File: config.mk
export PLATFORM = sky130hd
export DESIGN_NAME = lstrh_div
export DESIGN_NICKNAME = d
export VERILOG_FILES = /design/src/hw/rtl/lstrh_pkg.sv /design/src/hw/rtl/lstrh_div.sv
export SDC_FILE = /design/constraint.sdc
export NUM_CORES = 1
export LEC_CHECK = 0
export ABC_AREA = 1
export BUFFER_PORTS_ARGS = -buffer_cell sky130_fd_sc_hd__buf_4
export CELL_PAD_IN_SITES_DETAIL_PLACEMENT = 1
export CELL_PAD_IN_SITES_GLOBAL_PLACEMENT = 1
export CORE_MARGIN = 4
export CORE_UTILIZATION = 39
export DETAILED_ROUTE_END_ITERATION = 7
export PLACE_DENSITY_LB_ADDON = 0.1
export SLEW_MARGIN = 20
export SYNTH_ARGS = -nofsm -noshare
export SYNTH_HDL_FRONTEND = slang
export SYNTH_SLANG_ARGS = --single-unit
File: constraint.sdc
create_clock -name clk_i -period 2.7 [get_ports clk_i]
set_input_delay 0.135 -clock clk_i [delete_from_list [all_inputs] [get_ports clk_i]]
set_output_delay 0.135 -clock clk_i [all_outputs]
set_load 0.05 [all_outputs]
File: src/hw/rtl/lstrh_pkg.sv
// Shared constants and types for the land/sea tile regrid histogram.
`timescale 1ns / 1ps
package lstrh_pkg;

  localparam int unsigned TILE_PIXELS  = 160;
  localparam int unsigned TILES_ACROSS = 36;
  localparam int unsigned HALF_TURN    = 2880;
  // tile / 36 == (tile * 911) >> 15 for every 10-bit tile number
  localparam int unsigned DIV36_MUL    = 911;
  localparam int unsigned DIV36_SHIFT  = 15;

  localparam int unsigned CS_W   = 12;  // cell_size
  localparam int unsigned NX_W   = 13;  // grid_columns
  localparam int unsigned NY_W   = 12;  // grid_rows
  localparam int unsigned DAT_W  = 13;  // config write data
  localparam int unsigned IDX_W  = 2;   // config register index
  localparam int unsigned CNT_W  = 16;  // one count
  localparam int unsigned ENT_W  = 2 * CNT_W;  // land count over sea count
  localparam int unsigned CELL_W = 26;  // flat cell number before range check
  localparam int unsigned COL_W  = 16;  // signed column arithmetic

  typedef enum logic [IDX_W-1:0] {
    REG_CELL_SIZE    = 2'd0,
    REG_GRID_COLUMNS = 2'd1,
    REG_GRID_ROWS    = 2'd2,
    REG_UNUSED       = 2'd3
  } reg_idx_e;

  typedef enum logic {
    REQ_ACCUM = 1'b0,
    REQ_READ  = 1'b1
  } req_e;

endpackage

File: src/hw/rtl/lstrh_div.sv
// Two-lane restoring divider sharing one divisor, one quotient bit per cycle.
`timescale 1ns / 1ps
module lstrh_div import lstrh_pkg::*; (
  input  logic                      clk_i,
  input  logic                      rst_ni,
  input  logic                      start_i,
  input  logic [CS_W-1:0]           divisor_i,
  input  logic [1:0][CS_W-1:0]      dividend_i,
  output logic                      done_o,
  output logic [1:0][CS_W-1:0]      quo_o,
  output logic [1:0][CS_W-1:0]      rem_o
);
  localparam int unsigned STEP_W = $clog2(CS_W);

  logic [STEP_W-1:0]      cnt_q, cnt_d;
  logic                   busy_q, busy_d, done_q, done_d;
  logic [CS_W-1:0]        dvs_q, dvs_d;
  logic [1:0][CS_W-1:0]   quo_q, quo_d, rem_q, rem_d;
  logic [1:0][CS_W:0]     trial;

  always_comb begin
    cnt_d  = cnt_q;
    busy_d = busy_q;
    done_d = 1'b0;
    dvs_d  = dvs_q;
    quo_d  = quo_q;
    rem_d  = rem_q;
    for (int l = 0; l < 2; l++) begin
      trial[l] = {rem_q[l], quo_q[l][CS_W-1]} - {1'b0, dvs_q};
    end
    if (start_i) begin
      busy_d = 1'b1;
      cnt_d  = '0;
      dvs_d  = divisor_i;
      quo_d  = dividend_i;
      rem_d  = '0;
    end else if (busy_q) begin
      for (int l = 0; l < 2; l++) begin
        if (!trial[l][CS_W]) begin
          rem_d[l] = trial[l][CS_W-1:0];
          quo_d[l] = {quo_q[l][CS_W-2:0], 1'b1};
        end else begin
          rem_d[l] = {rem_q[l][CS_W-2:0], quo_q[l][CS_W-1]};
          quo_d[l] = {quo_q[l][CS_W-2:0], 1'b0};
        end
      end
      cnt_d = cnt_q + 1'b1;
      if (cnt_q == STEP_W'(CS_W - 1)) begin
        busy_d = 1'b0;
        done_d = 1'b1;
      end
    end
  end

  always_ff @(posedge clk_i or negedge rst_ni) begin
    if (!rst_ni) begin
      cnt_q  <= '0;
      busy_q <= 1'b0;
      done_q <= 1'b0;
    end else begin
      cnt_q  <= cnt_d;
      busy_q <= busy_d;
      done_q <= done_d;
    end
  end

  always_ff @(posedge clk_i) begin
    dvs_q <= dvs_d;
    quo_q <= quo_d;
    rem_q <= rem_d;
  end

  assign done_o = done_q;
  assign quo_o  = quo_q;
  assign rem_o  = rem_q;
endmodule

# Word level (Yosys, flattened, before mapping)
# Index checks and enable logic that the tools add are counted.
# totals
output_inout_bits	49
ff_bits	66
# classes
n_mux	14
n_reduce_logical	1
n_eq_ne	1
add_sub_neg	3
# op_table
operator	count
$mux 24	2
$sub 13x12->13	2
$mux 12	2
$mux 1	8
$mux 4	2
$add 4x1->4 const B	1
$eq 4x4->1 const B	1
$reduce_bool 2->1	1

# Logic depth before layout (Yosys ltp)
# Gate-level depths: netlist of the first run.
# logic_depth
ltp_word	4
ltp_mapped	14
mapped_depth_nobuf	14

# Worst setup path before layout of the first run
# OpenSTA, ideal clock, no wires.
# synth_path
path_type	register -> register
from	register quo_q, in the netlist quo_o[23]
to	register quo_q, in the netlist quo_o[12], data pin
path_stages_with_launch	13
t_arrival_ps	2153
setup_time_ps	269
slack_ps	278
path_cell_list	edfxtp_1 -> inv_1 -> ha_1 -> fa_1 -> inv_1 -> nand3_1 -> nand3_1 -> nand2_2 -> nand3_2 -> nand2_2 -> nand2_2 -> buf_6 -> o21ai_0
# synth_rtl
item	line_no	source
start: declaration	lstrh_div.sv:18	logic [1:0][CS_W-1:0] quo_q, quo_d, rem_q, rem_d;
start signal: assignment	lstrh_div.sv:69	quo_q <= quo_d;

# Worst setup path after layout of the first run
# layout_path
from	register dvs_q[0]
to	register rem_q, in the netlist rem_o[22]
# layout_between
elab_chain_cells	2
# layout_rtl
item	line_no	source
start: declaration	lstrh_div.sv:17	logic [CS_W-1:0] dvs_q, dvs_d;
start signal: assignment	lstrh_div.sv:68	dvs_q <= dvs_d;
$sub 13x12->13	lstrh_div.sv:29	trial[l] = {rem_q[l], quo_q[l][CS_W-1]} - {1'b0, dvs_q};
$mux 12	lstrh_div.sv:39	if (!trial[l][CS_W]) begin
end signal: assignment	lstrh_div.sv:70	rem_q <= rem_d;
end: declaration	lstrh_div.sv:18	
# Every way passes these cells.
# A chain may end at the register's enable or synchronous reset.

==> impl_metrics.env, run 1 <==
export IMPL_synth_common_cells="nand2_1, inv_1, nand3_1, edfxtp_1, ha_1"
export IMPL_cp_data_required_time_ns=2.96
export IMPL_min_delay_start="dividend_i[3]"
export IMPL_cp_start_kind="register"
export IMPL_postCtsResizedCells=0
export IMPL_status="completed"
export IMPL_vias=4071
export IMPL_nNetsFinal=779
export IMPL_post_route_util_pct=49.9
export IMPL_skew_ns=0.0113
export IMPL_syn_avg_cell_area_sq_um=7.02
export IMPL_coreArea_sq_mm=0.0108
export IMPL_r2r_setup_slack_ns=0.34
export IMPL_slew_headroom_pct=51.0
export IMPL_drtIter0Drc=134
export IMPL_gp_congestion=0.848
export IMPL_wl_met3_microns=792
export IMPL_instances_no_fill=858
export IMPL_grt_pass1_vias=4462
export IMPL_cts_root_buf="clkbuf_8"
export IMPL_crit_start="dvs_q[0]"
export IMPL_yosysMostFrequentCell="nand2_1"
export IMPL_finalSetupViolations=0
export IMPL_crit_type="reg -> reg"
export IMPL_cts_setup_buffers=0
export IMPL_yosysTopAreaCellShare_pct=25.2
export IMPL_hold_depth=3
export IMPL_synth_area_sq_mm=0.00429
export IMPL_clkLatencyLatePin_ns=0.37
export IMPL_min_period_over_period_pct=87.6
export IMPL_routed_top_layer="met4"
export IMPL_ys_seq_area_share_pct=39.9
export IMPL_min_to="quo_o[3]"
export IMPL_ir_worst_vdd_mv=0.489
export IMPL_path_clk_slew_ns=0.08
export IMPL_clock_path_buffers=2
export IMPL_grt_overflow_total=0
export IMPL_io_buffers=87
export IMPL_tightest_slew_ns=0.734
export IMPL_hp_class="in -> reg"
export IMPL_syn_num_nets=678
export IMPL_synth_area_leaders="edfxtp_1, nand2_1, dfxtp_1"
export IMPL_drc=0
export IMPL_drive_gt1_share_pct=18.2
export IMPL_drt_vias_per_instance=4.74
export IMPL_io_pins=88
export IMPL_critPathCaptureType="register"
export IMPL_rsz0062_at_grt="false"
export IMPL_cts_sinks=66
export IMPL_grt_pass1_wl_mm=21.4
export IMPL_yosysWarnings=0
export IMPL_cp_max_fo=11
export IMPL_initial_core_util_pct=39.8
export IMPL_die_width_microns=113
export IMPL_synth_ff_type="edfxtp_1"
export IMPL_synth_top_area_cell="edfxtp_1"
export IMPL_dr_wl_met2_mm=6.12
export IMPL_drt_wl_total_mm=12.6
export IMPL_row_count=38
export IMPL_postRouteAntennaNets=0
export IMPL_htreeDepth=3
export IMPL_cts_tree="yes"
export IMPL_areaGrowthSynthToFinish_pct=25.5
export IMPL_first_pass_iters=4
export IMPL_holdWs_ns=0.0410
export IMPL_hpwlAfterDp_mm=9.41
export IMPL_ys_ff_latch=66
export IMPL_place_inst=829
export IMPL_power_per_cell_area_mw_per_mm2=1100
export IMPL_netlist_instances=612
export IMPL_cts_inserted_buffers=9
export IMPL_async_reset_ff_share_pct=9.09
export IMPL_fp_dieH_microns=113
export IMPL_n_antenna_cell=0
export IMPL_dieArea_sq_mm=0.0128
export IMPL_grt_use_total_pct=21.0
export IMPL_grt_antenna_before_repair=0
export IMPL_fin_crit_ns=2.36
export IMPL_synth_edf_count=36
export IMPL_wl_met1_mm=5.49
export IMPL_max_freq_ghz=0.423
export IMPL_tns_ns=0
export IMPL_yosysUniqueCellTypes=25
export IMPL_arrival_ns=2.62
export IMPL_routedWlPerCell_microns=14.7
export IMPL_power_leakage_nw=2.96
export IMPL_r2r_start="dvs_q[0]"
export IMPL_hold_viol_final=0
export IMPL_slew_violations=0
export IMPL_grt_max_degree=44
export IMPL_fill_cells=1412
export IMPL_r2r_cells=12
export IMPL_max_cap_violations=0
export IMPL_r2r_end="rem_o[22]"
## cells by family (layout without fill, tap and decap cells)
family | Yosys count | after routing | share of synthesized area, %
AOI/OAI and AO/OA | 23 | 23 | 2.86
xor gates and xnor gates | 12 | 12 | 2.45
and+or+nand+nor | 365 | 365 | 35.5
buffers and inverters | 119 | 225 | 11.1
adders and majority gates | 27 | 27 | 8.22
DFF | 66 | 66 | 39.9
## worst max-delay path by stage
stage / slack [ns] / to / cells after the start
6_report: 0.34 / rem_o[22] / 12
3_3_place_gp: 0.44 / rem_o[21] / 12
5_1_grt: 0.09 / rem_o[22] / 13
4_1_cts: 0.30 / rem_o[22] / 12
2_1_floorplan: 0.28 / quo_o[12] / 12
3_5_place_dp: 0.32 / quo_o[12] / 10
## metal layers
metal,global-route usage (%),vias to the layer above
li1,-,2091
met1,24.8,1871
met2,36.2,93
met3,7.27,16
met4,5.69,0
met5,0,-
## cell type report
type	instances	area (sq um)	area share, %
clock buffers	9	124	2.30
clock inverters	7	68.8	1.28
repair buffers	103	806	15.0
well taps	140	175	3.25
inverters	106	398	7.39
flip-flops and latches	66	1710	31.8
multi-input cells	427	2100	39.1
## report_power, final
part / internal, W / switching [W] / total [W]
clock network: 0.000425 / 0.000432 / 0.000857
logic: 0.00114 / 0.00238 / 0.00351
registers: 0.00130 / 0.000231 / 0.00154
## through the flow
stage | total power, W | setup slack (ns) | cell area, sq um
floorplan | 0.00422 | 0.278 | 4290
global placement | 0.00497 | 0.436 | 5060
detailed placement | 0.00508 | 0.317 | 5060
CTS | 0.00598 | 0.298 | 5390
global route | 0.00648 | 0.0938 | 5390
finish | 0.00590 | 0.335 | 5390
## layout by cell type (no fill, tap or decap), types with 6 or more instances in the layout
cell type	instances
a21oi_1	16
buf_4	90
clkbuf_8	9
dfrtp_1	6
dfxtp_1	24
dlygate4sd3_1	13
edfxtp_1	36
ha_1	25
inv_1	102
nand2_1	263
nand2_2	19
nand3_1	48
nand4_1	10
nor2_1	19
xor2_1	8
## worst max-delay path, stage by stage, from the launching register on
cell      delay [ns]
edfxtp_1        0.41
ha_1            0.22
fa_1            0.41
inv_1           0.12
nand3_1         0.07
nand3_1         0.15
nand2_2         0.10
nand3_2         0.08
nand2_1         0.07
nand2_1         0.34
nand2_1         0.12
nand3_1         0.10
nand2_1         0.05
## flip-flops by register name, indices dropped and copies added, names as in the netlist
register	cells
quo_o	24
rem_o	24
dvs_q	12
cnt_q	4
busy_q	1
done_o	1
## timing repair
action,in CTS,in global routing
hold buffers,13,0
setup endpoints to repair,0,0
endpoints found under the hold margin,18,0
No activity file was read; power rests on OpenSTA's default activity.
==> inputs of run 2 (changes only) <==
--- a/config.mk
+++ b/config.mk
@@ -5,12 +5,12 @@
 export SDC_FILE = /design/constraint.sdc
 export NUM_CORES = 1
 export LEC_CHECK = 0
-export ABC_AREA = 1
+export ABC_AREA = 0
 export BUFFER_PORTS_ARGS = -buffer_cell sky130_fd_sc_hd__buf_4
 export CELL_PAD_IN_SITES_DETAIL_PLACEMENT = 1
 export CELL_PAD_IN_SITES_GLOBAL_PLACEMENT = 1
-export CORE_MARGIN = 4
-export CORE_UTILIZATION = 39
+export CORE_MARGIN = 3
+export CORE_UTILIZATION = 40
 export DETAILED_ROUTE_END_ITERATION = 7
 export PLACE_DENSITY_LB_ADDON = 0.1
 export SLEW_MARGIN = 20
==> impl_metrics.env, run 2 <==
export IMPL_io_buffers=87
export IMPL_synth_ff_type="edfxtp_1"
export IMPL_slew_headroom_pct=28.8
export IMPL_crit_type="reg -> reg"
export IMPL_power_per_cell_area_mw_per_mm2=1090
export IMPL_instances_no_fill=606
export IMPL_p_sw_w=0.00247
export IMPL_place_ws_ns=0.0775
export IMPL_ys_ff_latch=66
export IMPL_sw_frac_of_total_pct=44.0
export IMPL_clkLatencyLatePin_ns=0.35
export IMPL_hp_class="in -> reg"
export IMPL_final_cell_mix="buf_4, edfxtp_1, nor2_1, mux2_2"
export IMPL_synth_top_area_cell="edfxtp_1"
export IMPL_cp_slowest_cell="edfxtp_1"
export IMPL_nNetsFinal=538
export IMPL_dieArea_sq_mm=0.0110
export IMPL_skew_ns=0.0117
export IMPL_slowest_delay_ns=0.42
export IMPL_status="completed"
export IMPL_first_pass_iters=4
export IMPL_seq_power_share_pct=26.9
export IMPL_synth_area_leaders="edfxtp_1, dfxtp_1, ha_1"
export IMPL_cts_root_buf="clkbuf_8"
export IMPL_cp_start_kind="register"
export IMPL_power_leakage_nw=2.22
export IMPL_synth_edf_count=36
export IMPL_cp_data_required_time_ns=2.97
export IMPL_gp_congestion=0.922
export IMPL_fin_crit_ns=2.57
export IMPL_finalSetupViolations=0
export IMPL_synth_area_sq_mm=0.00390
export IMPL_drt_vias_per_instance=5.27
export IMPL_htreeDepth=3
export IMPL_place_inst=576
export IMPL_critPathCaptureType="register"
export IMPL_syn_avg_cell_area_sq_um=10.7
export IMPL_placedInstanceArea_sq_mm=0.00474
export IMPL_tightest_slew_ns=1.06
export IMPL_drc=0
export IMPL_cts_inserted_buffers=9
export IMPL_fp_dieH_microns=105
export IMPL_yosysTopAreaCellShare_pct=27.7
export IMPL_clock_path_buffers=2
export IMPL_grt_pass1_vias=3498
export IMPL_yosysMostFrequentCell="edfxtp_1"
export IMPL_row_count=35
export IMPL_netlist_instances=365
export IMPL_drive_gt1_share_pct=32.3
export IMPL_vias=3195
export IMPL_path_cells="ha_2 > fa_2 > nor2b_2 > o31ai_2 > a2bb2oi_2 > a41oi_2 > xnor2_2 > buf_12 > mux2_4 > a211oi_2"
export IMPL_p_comb_share_pct=54.4
export IMPL_hpwlAfterDp_mm=7.96
export IMPL_post_route_util_pct=54.8
export IMPL_initial_core_util_pct=41.7
export IMPL_design_area_sq_mm=0.00514
export IMPL_drt_wl_total_mm=11.0
export IMPL_power_frac_clock_pct=18.7
export IMPL_syn_num_nets=431
export IMPL_hold_viol_final=0
export IMPL_max_cap_violations=0
export IMPL_intPower_w=0.00314
export IMPL_timing_critical_path_buf_inv=1
export IMPL_worst_slack_ns=0.132
export IMPL_cp_max_fo=13
export IMPL_arrival_ns=2.84
export IMPL_max_freq_ghz=0.389
export IMPL_drtIter0Drc=81
export IMPL_slew_violations=0
export IMPL_final_common_cell="buf_4"
export IMPL_holdWs_ns=0.0854
export IMPL_grt_overflow_total=0
export IMPL_grt_antenna_before_repair=0
export IMPL_n_antenna_cell=0
export IMPL_min_period_over_period_pct=95.1
export IMPL_path_clk_slew_ns=0.08
export IMPL_grt_max_degree=40
export IMPL_ir_worst_vdd_mv=0.444
export IMPL_cts_sinks=66
export IMPL_coreArea_sq_mm=0.00937
export IMPL_cpLargestDelayFamily="compound AO/OA/AOI/OAI gates"
export IMPL_postRouteAntennaNets=0
export IMPL_async_reset_ff_share_pct=9.09
export IMPL_grt_use_total_pct=20.3
export IMPL_cts_tree="yes"
export IMPL_io_pins=88
export IMPL_yosysUniqueCellTypes=57
export IMPL_die_width_microns=105
export IMPL_yosysWarnings=0
export IMPL_ys_seq_area_share_pct=43.8
export IMPL_synth_common_cells="edfxtp_1, nor2_1, ha_1, mux2_2"
export IMPL_areaGrowthSynthToFinish_pct=31.6
export IMPL_grt_pass1_wl_mm=17.7
export IMPL_routedWlPerCell_microns=18.1
-- run 2: path summary, 6_finish.rpt --
kind                        endpoint  cells after the start            from  slack [ns]
setup / recovery            rem_o[0]                     10        dvs_q[0]        0.13
hold / removal             quo_o[20]                      2  dividend_i[20]        0.09
setup reg to reg            rem_o[0]                     10        dvs_q[0]        0.13
hold reg to reg             rem_o[7]                      2        rem_o[7]        0.51
max in group asynchronous     done_o                      2          rst_ni        2.45
min in group asynchronous   cnt_q[2]                      2          rst_ni        0.13
-- run 2: kinds of logic after synthesis --
group / after synthesis / share of synthesized area [%]
DFF: 66 / 43.8
AOI/OAI and AO/OA: 79 / 14.9
buffers and inverters: 37 / 4.17
adders and majority gates: 27 / 9.04
and+or+nand+nor: 92 / 11.2
xor gates and xnor gates: 18 / 4.23
muxes: 46 / 12.6
-- run 2: stage by stage --
stage	setup TNS, ns	power [W]
after floorplan	-0.617	0.00378
after global placement	0	0.00447
after detailed placement	0	0.00453
after CTS	0	0.00563
after global routing	-0.0124	0.00598
final	0	0.00561
-- run 2: power groups by stage --
stage	Clock [W]	Combinational, W	Sequential (W)
after CTS	0.00108	0.00303	0.00151
after global routing	0.00112	0.00331	0.00155
final	0.00105	0.00306	0.00151
after floorplan	0	0.00163	0.00215
after global placement	0	0.00294	0.00153
after detailed placement	0	0.00300	0.00153
-- run 2: area by class of cell --
cell class / instances / area (sq um)
Clock buffer: 10 / 128
Clock inverter: 6 / 115
Fill cell: 1030 / 4230
Inverter: 24 / 90.1
Multi-Input combinational cell: 262 / 2070
Sequential cell: 66 / 1710
Tap cell: 129 / 161
Timing Repair Buffer: 109 / 863
-- run 2: metal layers --
layer	share of wire, %	up-vias	GRT usage, %
met4	1.2	0	5.15
met3	6.4	13	7.04
met1	43	1525	24.8
li1	-	1559	-
met2	49	98	34.1
met5	0	-	0
-- run 2: worst register-to-register path: stages (launching register included) --
cell and delay [ns]:
edfxtp_1 0.42, ha_2 0.22, fa_2 0.36, nor2b_2 0.15, o31ai_2 0.09, a2bb2oi_2 0.18, a41oi_2 0.14, xnor2_2 0.24
buf_12 0.19, mux2_4 0.31, a211oi_2 0.20
-- run 2: what timing repair did --
action,CTS,global route
hold buffers,13,0
setup buffers,0,1
endpoints found under the setup margin,0,11
endpoints found under the hold margin,18,0
resized for setup,0,4
